$ cat config.mk
export PLATFORM = sky130hd
export DESIGN_NAME = ts_null_and_pcr_packet_builder
export DESIGN_NICKNAME = d
export VERILOG_FILES = /design/src/design/tspb_pkg.sv /design/src/design/ts_null_and_pcr_packet_builder.sv /design/src/design/tspb_front.sv /design/src/design/tspb_fifo.sv /design/src/design/tspb_back.sv
export VERILOG_INCLUDE_DIRS = /design/src /design/src/design
export SDC_FILE = /design/constraint.sdc
export NUM_CORES = 1
export LEC_CHECK = 0
export BUFFER_PORTS_ARGS = -buffer_cell sky130_fd_sc_hd__buf_4
export CAP_MARGIN = 10
export CORE_AREA = 8 8 287 289
export DETAILED_ROUTE_END_ITERATION = 6
export DIE_AREA = 0 0 295 297
export PLACE_DENSITY = 0.52
export SLEW_MARGIN = 20
export SYNTH_ARGS = -nofsm -noshare
export SYNTH_HDL_FRONTEND = slang
export SYNTH_SLANG_ARGS = --single-unit
$ cat constraint.sdc
create_clock -name clk -period 6.75 [get_ports clk]
set_input_delay 0.3375 -clock clk [delete_from_list [all_inputs] [get_ports clk]]
set_output_delay 0.3375 -clock clk [all_outputs]
set_load 0.01 [all_outputs]
$ cat src/design/assert_macros.svh
// Assertion macros shared by the packet builder modules.
`ifndef ASSERT_MACROS_SVH
`define ASSERT_MACROS_SVH

// Check a property on every rising clock edge outside reset.
`define ASSERT_CLK(label, prop, msg) \
	label: assert property (@(posedge clk) disable iff (!arst_n) (prop)) else $error(msg);

// Check that a condition implies a property in the next cycle.
`define ASSERT_NEXT(label, cond, prop, msg) \
	label: assert property (@(posedge clk) disable iff (!arst_n) (cond) |=> (prop)) \
		else $error(msg);

`endif

$ cat src/design/tspb_pkg.sv
// Shared types and constants for the transport stream packet builder.
`timescale 1ns / 1ps
package tspb_pkg;

	localparam int PcrW     = 42;
	localparam int PidW     = 13;
	localparam int CcW      = 4;
	localparam int WordW    = 32;
	localparam int IdxW     = 6;
	localparam int BaseW    = 33;
	localparam int ExtW     = 9;
	localparam int PktWords = 47;
	localparam int DivCntW  = 1;
	localparam int FifoDepth = 2;
	localparam int FifoAw    = 1;
	localparam int FifoCntW  = 2;

	// pcr/4 is split into two 20-bit halves for the divide by 75
	localparam int PcrHiW     = 20;
	localparam int PcrLoW     = 20;
	localparam int SumW       = 21;
	localparam int HiProdW    = 34;
	localparam int RecipW     = 22;
	localparam int RecipProdW = 43;
	localparam int RecipShift = 28;
	localparam int QuoW       = 15;
	localparam int ModW       = 7;

	localparam logic [IdxW-1:0]    LastIdx      = IdxW'(PktWords - 1);
	localparam logic [DivCntW-1:0] DivLast      = 1'b1;
	localparam logic [ExtW:0]      PcrDiv       = 10'd300;
	localparam logic [13:0]        HiScale      = 14'd13981;
	localparam logic [RecipW-1:0]  RecipM       = 22'd3579140;
	localparam logic [ModW-1:0]    ModDiv       = 7'd75;
	localparam logic [7:0]         SyncByte     = 8'h47;
	localparam logic [7:0]         FillByte     = 8'hFF;
	localparam logic [7:0]         AdaptLen     = 8'd183;
	localparam logic [7:0]         AdaptPcrFlag = 8'h10;
	localparam logic [5:0]         PcrReserved  = 6'h3F;
	localparam logic [PidW-1:0]    NullPid      = 13'h1FFF;
	localparam logic [1:0]         AfcPayload   = 2'b01;
	localparam logic [1:0]         AfcAdapt     = 2'b10;

	typedef enum logic {
		CMD_NULL = 1'b0,
		CMD_PCR  = 1'b1
	} cmd_t;

	typedef enum logic [1:0] {
		FE_IDLE,
		FE_DIV,
		FE_PUSH
	} fe_state_t;

	typedef struct packed {
		cmd_t            cmd;
		logic [PidW-1:0] pid;
		logic [CcW-1:0]  cc;
		logic [BaseW-1:0] base;
		logic [ExtW-1:0] ext;
	} qentry_t;

endpackage

$ cat src/design/ts_null_and_pcr_packet_builder.sv
// Top level of the MPEG-2 transport stream null and PCR packet builder.
`timescale 1ns / 1ps
// Usage:
//   Request channel: drive cmd, pid, pcr and counter_in with start high; the
//   request is taken at a rising edge where start is high and busy is low.
//   cmd 0 builds a null packet, cmd 1 a PCR-only adaptation packet.
//   Result channel: each packet leaves as 47 big-endian 32-bit words, one per
//   cycle, each marked by strobe for one cycle with word_index, last_word on
//   word 46 and counter_next (same on every word).
// Path: with the emitter idle, a null request goes from the intake registers
//   into the queue, is popped into the emitter and leaves through its output
//   registers. A PCR request first passes the intake divider, which splits
//   pcr into base and extension by reciprocal multiplication.
// Throughput: the emitter sends one word per cycle, and queued packets follow
//   with no gap. Intake takes a new request only after it has pushed the last
//   one into the queue; busy is high while intake holds a request, also while
//   it waits on a full queue.
// Reset: arst_n clears intake, queue and emitter; no request is pending and
//   strobe is low. The receiver cannot stall: words are never held back.
module ts_null_and_pcr_packet_builder (
	input  logic                        clk,
	input  logic                        arst_n,
	input  logic                        start,
	output logic                        busy,
	input  logic                        cmd,
	input  logic [tspb_pkg::PidW-1:0]   pid,
	input  logic [tspb_pkg::PcrW-1:0]   pcr,
	input  logic [tspb_pkg::CcW-1:0]    counter_in,
	output logic                        strobe,
	output logic [tspb_pkg::WordW-1:0]  data_word,
	output logic [tspb_pkg::IdxW-1:0]   word_index,
	output logic                        last_word,
	output logic [tspb_pkg::CcW-1:0]    counter_next
);
	import tspb_pkg::*;

	logic    push;
	qentry_t push_data;
	logic    full;
	logic    pop;
	qentry_t head;
	logic    empty;

	tspb_front u_front (
		.clk        (clk),
		.arst_n     (arst_n),
		.start      (start),
		.busy       (busy),
		.cmd        (cmd),
		.pid        (pid),
		.pcr        (pcr),
		.counter_in (counter_in),
		.push       (push),
		.push_data  (push_data),
		.full       (full)
	);

	tspb_fifo u_fifo (
		.clk       (clk),
		.arst_n    (arst_n),
		.push      (push),
		.push_data (push_data),
		.full      (full),
		.pop       (pop),
		.head      (head),
		.empty     (empty)
	);

	tspb_back u_back (
		.clk          (clk),
		.arst_n       (arst_n),
		.head         (head),
		.empty        (empty),
		.pop          (pop),
		.strobe       (strobe),
		.data_word    (data_word),
		.word_index   (word_index),
		.last_word    (last_word),
		.counter_next (counter_next)
	);

endmodule

$ cat src/design/tspb_front.sv
// Request intake and multi-cycle PCR split into base and extension.
`timescale 1ns / 1ps
`include "assert_macros.svh"
module tspb_front (
	input  logic                       clk,
	input  logic                       arst_n,
	input  logic                       start,
	output logic                       busy,
	input  logic                       cmd,
	input  logic [tspb_pkg::PidW-1:0]  pid,
	input  logic [tspb_pkg::PcrW-1:0]  pcr,
	input  logic [tspb_pkg::CcW-1:0]   counter_in,
	output logic                       push,
	output tspb_pkg::qentry_t          push_data,
	input  logic                       full
);
	import tspb_pkg::*;

	fe_state_t             state_q, state_next;
	logic                  accept;
	logic                  div_done;
	cmd_t                  cmd_q;
	logic [PidW-1:0]       pid_q;
	logic [CcW-1:0]        cc_q;
	logic [DivCntW-1:0]    cnt_q;
	logic [PcrHiW-1:0]     pcr_hi;
	logic [PcrLoW-1:0]     pcr_lo;
	logic [HiProdW-1:0]    hi_prod_q;
	logic [SumW-1:0]       sum_q;
	logic [1:0]            low2_q;
	logic [QuoW-1:0]       quo_q;
	logic [BaseW-1:0]      base_q;
	logic [ExtW-1:0]       ext_q;
	logic [RecipProdW-1:0] recip_prod;
	logic [HiProdW-1:0]    base_full;
	logic [2*ModW-1:0]     mod_prod;
	logic [ModW-1:0]       mod_rem;

	assign accept   = start && !busy;
	assign div_done = (cnt_q == DivLast);

	// pcr/300 = (pcr/4)/75; since 2^20 = 75*13981 + 1, the high half contributes
	// hi*13981 to the quotient and only hi + lo needs a true divide by 75
	assign pcr_hi = pcr[PcrW-1 -: PcrHiW];
	assign pcr_lo = pcr[2 +: PcrLoW];

	// scaled reciprocal of 75 is exact for sums below 2^21
	assign recip_prod = RecipProdW'(sum_q) * RecipProdW'(RecipM);
	assign base_full  = hi_prod_q + HiProdW'(quo_q);
	assign mod_prod   = (2*ModW)'(quo_q[ModW-1:0]) * (2*ModW)'(ModDiv);
	assign mod_rem    = sum_q[ModW-1:0] - mod_prod[ModW-1:0];

	always_comb begin
		state_next = state_q;
		unique case (state_q)
			FE_IDLE: begin
				if (accept) begin
					state_next = (cmd_t'(cmd) == CMD_PCR) ? FE_DIV : FE_PUSH;
				end
			end
			FE_DIV: begin
				if (div_done) begin
					state_next = FE_PUSH;
				end
			end
			FE_PUSH: begin
				if (!full) begin
					state_next = FE_IDLE;
				end
			end
			default: state_next = FE_IDLE;
		endcase
	end

	always_comb begin
		busy = 1'b1;
		push = 1'b0;
		unique case (state_q)
			FE_IDLE: busy = 1'b0;
			FE_DIV:  busy = 1'b1;
			FE_PUSH: push = !full;
			default: busy = 1'b1;
		endcase
	end

	assign push_data.cmd  = cmd_q;
	assign push_data.pid  = pid_q;
	assign push_data.cc   = cc_q;
	assign push_data.base = base_q;
	assign push_data.ext  = ext_q;

	always_ff @(posedge clk or negedge arst_n) begin
		if (!arst_n) begin
			state_q <= FE_IDLE;
		end else begin
			state_q <= state_next;
		end
	end

	always_ff @(posedge clk) begin
		if (accept) begin
			cmd_q     <= cmd_t'(cmd);
			pid_q     <= pid;
			cc_q      <= counter_in;
			hi_prod_q <= HiProdW'(pcr_hi) * HiProdW'(HiScale);
			sum_q     <= SumW'(pcr_hi) + SumW'(pcr_lo);
			low2_q    <= pcr[1:0];
			cnt_q     <= '0;
		end else if (state_q == FE_DIV) begin
			cnt_q <= cnt_q + DivCntW'(1);
			if (div_done) begin
				base_q <= base_full[BaseW-1:0];
				ext_q  <= {mod_rem, low2_q};
			end else begin
				quo_q <= recip_prod[RecipShift +: QuoW];
			end
		end
	end

	`ASSERT_NEXT(a_div_to_push, (state_q == FE_DIV) && div_done, state_q == FE_PUSH,
		"front: divider did not hand off after the last step")

endmodule

$ cat src/design/tspb_fifo.sv
// Two-entry request queue between intake and word emitter.
`timescale 1ns / 1ps
`include "assert_macros.svh"
module tspb_fifo (
	input  logic              clk,
	input  logic              arst_n,
	input  logic              push,
	input  tspb_pkg::qentry_t push_data,
	output logic              full,
	input  logic              pop,
	output tspb_pkg::qentry_t head,
	output logic              empty
);
	import tspb_pkg::*;

	qentry_t             mem_q [FifoDepth];
	logic [FifoAw-1:0]   wr_ptr_q;
	logic [FifoAw-1:0]   rd_ptr_q;
	logic [FifoCntW-1:0] count_q;

	assign full  = (count_q == FifoCntW'(FifoDepth));
	assign empty = (count_q == '0);
	assign head  = mem_q[rd_ptr_q];

	always_ff @(posedge clk or negedge arst_n) begin
		if (!arst_n) begin
			wr_ptr_q <= '0;
			rd_ptr_q <= '0;
			count_q  <= '0;
		end else begin
			if (push) begin
				wr_ptr_q <= (wr_ptr_q == FifoAw'(FifoDepth - 1)) ? '0 : wr_ptr_q + 1'b1;
			end
			if (pop) begin
				rd_ptr_q <= (rd_ptr_q == FifoAw'(FifoDepth - 1)) ? '0 : rd_ptr_q + 1'b1;
			end
			if (push && !pop) begin
				count_q <= count_q + FifoCntW'(1);
			end else if (pop && !push) begin
				count_q <= count_q - FifoCntW'(1);
			end
		end
	end

	always_ff @(posedge clk) begin
		if (push) begin
			mem_q[wr_ptr_q] <= push_data;
		end
	end

	`ASSERT_CLK(a_no_overflow, !(push && full), "queue: request pushed while full")
	`ASSERT_CLK(a_no_underflow, !(pop && empty), "queue: request popped while empty")

endmodule

$ cat src/design/tspb_back.sv
// Word emitter: walks the 47 packet words of each queued request.
`timescale 1ns / 1ps
`include "assert_macros.svh"
module tspb_back (
	input  logic                        clk,
	input  logic                        arst_n,
	input  tspb_pkg::qentry_t           head,
	input  logic                        empty,
	output logic                        pop,
	output logic                        strobe,
	output logic [tspb_pkg::WordW-1:0]  data_word,
	output logic [tspb_pkg::IdxW-1:0]   word_index,
	output logic                        last_word,
	output logic [tspb_pkg::CcW-1:0]    counter_next
);
	import tspb_pkg::*;

	qentry_t          cur_q;
	logic             active_q;
	logic [IdxW-1:0]  idx_q;
	logic             at_last;
	logic [PidW-1:0]  hdr_pid;
	logic [1:0]       hdr_afc;
	logic [WordW-1:0] word;
	logic [CcW-1:0]   cc_after;

	logic             strobe_q;
	logic [WordW-1:0] data_q;
	logic [IdxW-1:0]  index_q;
	logic             last_q;
	logic [CcW-1:0]   cc_q;

	assign at_last = (idx_q == LastIdx);
	// take the next request right as the current packet ends
	assign pop     = !empty && (!active_q || at_last);

	assign hdr_pid  = (cur_q.cmd == CMD_PCR) ? cur_q.pid : NullPid;
	assign hdr_afc  = (cur_q.cmd == CMD_PCR) ? AfcAdapt : AfcPayload;
	assign cc_after = (cur_q.cmd == CMD_PCR) ? cur_q.cc : cur_q.cc + CcW'(1);

	always_comb begin
		word = {4{FillByte}};
		case (idx_q)
			IdxW'(0): begin
				word = {SyncByte, 3'b000, hdr_pid, 2'b00, hdr_afc, cur_q.cc};
			end
			IdxW'(1): begin
				if (cur_q.cmd == CMD_PCR) begin
					word = {AdaptLen, AdaptPcrFlag, cur_q.base[32:17]};
				end
			end
			IdxW'(2): begin
				if (cur_q.cmd == CMD_PCR) begin
					word = {cur_q.base[16:0], PcrReserved, cur_q.ext};
				end
			end
			default: word = {4{FillByte}};
		endcase
	end

	always_ff @(posedge clk or negedge arst_n) begin
		if (!arst_n) begin
			active_q <= 1'b0;
			idx_q    <= '0;
			strobe_q <= 1'b0;
		end else begin
			strobe_q <= active_q;
			if (pop) begin
				active_q <= 1'b1;
				idx_q    <= '0;
			end else if (active_q) begin
				idx_q <= idx_q + IdxW'(1);
				if (at_last) begin
					active_q <= 1'b0;
				end
			end
		end
	end

	always_ff @(posedge clk) begin
		if (pop) begin
			cur_q <= head;
		end
		data_q  <= word;
		index_q <= idx_q;
		last_q  <= active_q && at_last;
		cc_q    <= cc_after;
	end

	assign strobe       = strobe_q;
	assign data_word    = data_q;
	assign word_index   = index_q;
	assign last_word    = last_q;
	assign counter_next = cc_q;

	`ASSERT_NEXT(a_packet_contiguous, strobe_q && !last_q, strobe_q,
		"back: packet words not contiguous")

endmodule

==> summary.txt <==
Run status
  – Status: finished, final reports clean

Drt
  – Pre-Repair DR Iteration Count: 5
  – Number of remaining DRC errors: 0
  – ANT nets after route: 0
  – Routed WL: 59,600 um
  – Vias: 15.9k
  – WL/cell: 17.3 um
  – Initial DRC Count: 592
  – Via-to-Cell Ratio: 4.61

Cells and area
  – Sequential cell area: 10,600 um2
  – Most common cell after layout, fill and taps aside: inv_1
  – Nets: 3,037
  – Area grow syn2layout: 14.0%
  – Post-layout util: 0.395
  – Post-route insts no fill: 3,446
  – Area of the multi-input gates: 14,700 um2
  – Layout fillers: 7,467
  – Most frequent cells in the layout: 433 x inv_1, 364 x ha_1, 311 x edfxtp_1
  – # diodes: 0
  – Share of layout cells above drive strength 1: 0.117

Floorplan
  – Core Footprint: 78,000 um2
  – Chip width: 295 um
  – Num rows: 103
  – I/O pin total: 108
  – Initial Utilization: 0.346
  – Die footprint: 87,600 um2
  – Chip height: 297 um

Critical path
  – Crit. End Element: register
  – Crit path DAT: 6.85 ns
  – Most frequent CP cell: fa_1
  – CP delay by family, top: adder cells
  – Crit-path slowest cell: fa_1
  – Cells along the critical path: inv_1, fa_1, fa_1, inv_1, fa_1, fa_1, fa_1, ha_1, inv_1, fa_1, inv_1, ha_1, nand2_1, o21ai_0, a41oi_1, a211o_1, a21oi_4, o41ai_2, buf_4, or3_1, a22oi_2
  – Startpoint Class: register
  – Critical-path maximum fanout: 6
  – Setup slack, reg-to-reg: 0.31 ns
  – Worst EP required: 7.15 ns
  – Critical path's largest stage delay: 0.55 ns
  – Critical path type: register to register
  – Buffers plus inverters on the worst setup path: 5

Yosys
  – Gate Count Post-Synth: 2,196
  – Cell variety after synth: 66
  – Syn avg cell area: 12.3 um2
  – Synth Flop Type: edfxtp_1
  – Post-synth ARST share: 0.0379
  – Post-synthesis instance area: 27,000 um2
  – Post-synth net total: 2,870
  – YS warnings: 0
  – Number of synthesized flops with an enable pin: 311
  – #FFs+latches synth: 369
  – Seq/Total Area, Yosys: 0.392

Timing
  – Final slew viol count: 0
  – Max Clock Skew: 0.0199 ns
  – Fmax: 0.155 GHz
  – RSZ-0062 raised after global routing: false
  – Fin crit period: 6.44 ns
  – Max-slew headroom: 0.380
  – Setup_tns: 0 ns
  – Hold Vio Cnt, Final: 0
  – Fin crit share: 0.954
  – Slew @ Worst Pin: 0.928 ns
  – Final setup viols: 0

Placed design
  – Placer congestion estimate: 0.848
  – PortBufs: 107
  – DP HPWL: 48,400 um
  – Post-Place Cells: 3,348

Global routing
  – GR Layer Usage met1: 0.191
  – M3 GR Usage: 0.0179
  – Global Route met2 Usage: 0.234
  – Pin count of the biggest net entering global routing: 61
  – Vias in the first global route: 17.5k
  – Total GRT Usage: 0.139
  – Antenna violations before repair: 2
  – Global-route wire length before repair: 97,000 um
  – GRT overflow: 0
  – Most Used Layer, Global Route: met2

Clocking
  – Clock slew at reported path FFs: 0.07 ns
  – Post-CTS Hold Buffers: 21
  – CTS Root Cell: clkbuf_16
  – CTS H-tree depth: 2
  – Post_cts resized: 0
  – Maximum buffer depth of the clock tree: 3
  – Clk Latency, worst-skew pair: 0.57 ns
  – CTS buffer count: 41
  – # Post-CTS Setup Buffers: 0
  – Total clock sinks: 369
  – TritonCTS clock tree: yes

Min path
  – Worst min path class: input port to register

Job
  – Max_cap viols: 0
logic make-up (layout without fill, tap and decap cells):
kind of cell | count (synthesis) | in the layout | share of synthesized area
compound gates | 285 | 285 | 0.0722
mux | 65 | 65 | 0.0270
flops | 369 | 369 | 0.392
buf+inv | 460 | 660 | 0.0641
xor+xnor | 132 | 132 | 0.0429
simple gates | 274 | 274 | 0.0499
fa+ha+maj | 611 | 611 | 0.352
synth_stat cells (4+ instances only):
master | instances | area [um2]
a211oi_1 | 7 | 52.6
a41oi_1 | 4 | 35.0
o21ai_0 | 52 | 260
a221o_1 | 15 | 150
mux2_2 | 61 | 687
xnor2_1 | 87 | 762
mux2i_1 | 4 | 40.0
a31oi_1 | 7 | 43.8
a21oi_1 | 79 | 395
o31ai_1 | 6 | 45.0
fa_1 | 247 | 4940
and2_1 | 14 | 87.6
dfxtp_1 | 44 | 881
nand2_1 | 71 | 267
inv_1 | 433 | 1630
o211ai_1 | 5 | 37.5
dfrtp_1 | 14 | 350
a31o_2 | 4 | 35.0
and3_1 | 12 | 75.1
edfxtp_1 | 311 | 9340
or2_2 | 7 | 43.8
a21o_1 | 39 | 293
nor2b_1 | 10 | 62.6
o21bai_1 | 23 | 173
xor2_1 | 45 | 394
clkbuf_1 | 26 | 97.6
nor2_1 | 66 | 248
o21a_1 | 9 | 67.6
ha_1 | 364 | 4550
nand4_1 | 9 | 56.3
and4_1 | 6 | 52.6
nand2b_1 | 14 | 87.6
nand4b_1 | 4 | 35.0
nor3_1 | 20 | 100
a211o_1 | 5 | 43.8
nand3_1 | 27 | 135
or3_1 | 6 | 37.5
metrics by stage:
stage / setup WS (ns) / hold slack (ns) / instance area (um2)
floorplan: 0.781 / 0.0419 / 27000
global placement: 0.348 / 0.198 / 29200
detailed placement: 0.270 / 0.200 / 29200
CTS: 0.253 / 0.0619 / 30700
global route: 0.00192 / 0.102 / 30800
finish: 0.308 / 0.0942 / 30800
final timing paths:
check,to,depth (start not counted),startpoint
min in group asynchronous,u_front.state_q[1],2,arst_n
setup / recovery,u_front.quo_q[13],21,u_front.sum_q[12]
hold / removal,u_front.state_q[1],3,start
max in group asynchronous,u_fifo.rd_ptr_q,2,arst_n
hold reg to reg,u_front.ext_q[0],0,u_front.low2_q[0]
setup reg to reg,u_front.quo_q[13],21,u_front.sum_q[12]
worst register-to-register path, delay by kind of cell, from the launching register on:
family | cells | cell delay [ns]
fa+ha+maj | 8 | 3.55
flops | 1 | 0.46
buf+inv | 5 | 0.55
compound gates | 6 | 1.32
simple gates | 2 | 0.43
flip-flops by register name (all words and copies together) (netlist names), 4 cells and up:
signal / flops
u_back.counter_next: 4
u_back.cur_q: 60
u_back.data_word: 32
u_back.idx_q: 6
u_back.word_index: 6
u_fifo.mem_q: 120
u_front.base_q: 33
u_front.cc_q: 4
u_front.ext_q: 9
u_front.hi_prod_q: 33
u_front.pid_q: 13
u_front.quo_q: 15
u_front.sum_q: 21
final cells by class:
cell class | instances | area share
multi-input cells | 1367 | 0.478
flip-flops and latches | 369 | 0.344
inverters | 433 | 0.0528
well taps | 1050 | 0.0427
repair buffers | 151 | 0.0390
clock buffers | 54 | 0.0359
clock inverters | 22 | 0.00765
routing by layer:
layer	vias up	share of wire
li1	7782	-
met1	7840	0.48
met2	217	0.47
met3	59	0.032
met4	0	0.017
met5	-	0
Power is not shown: default switching activity piles up to over one toggle a cycle in this logic, so the estimate is an artifact.
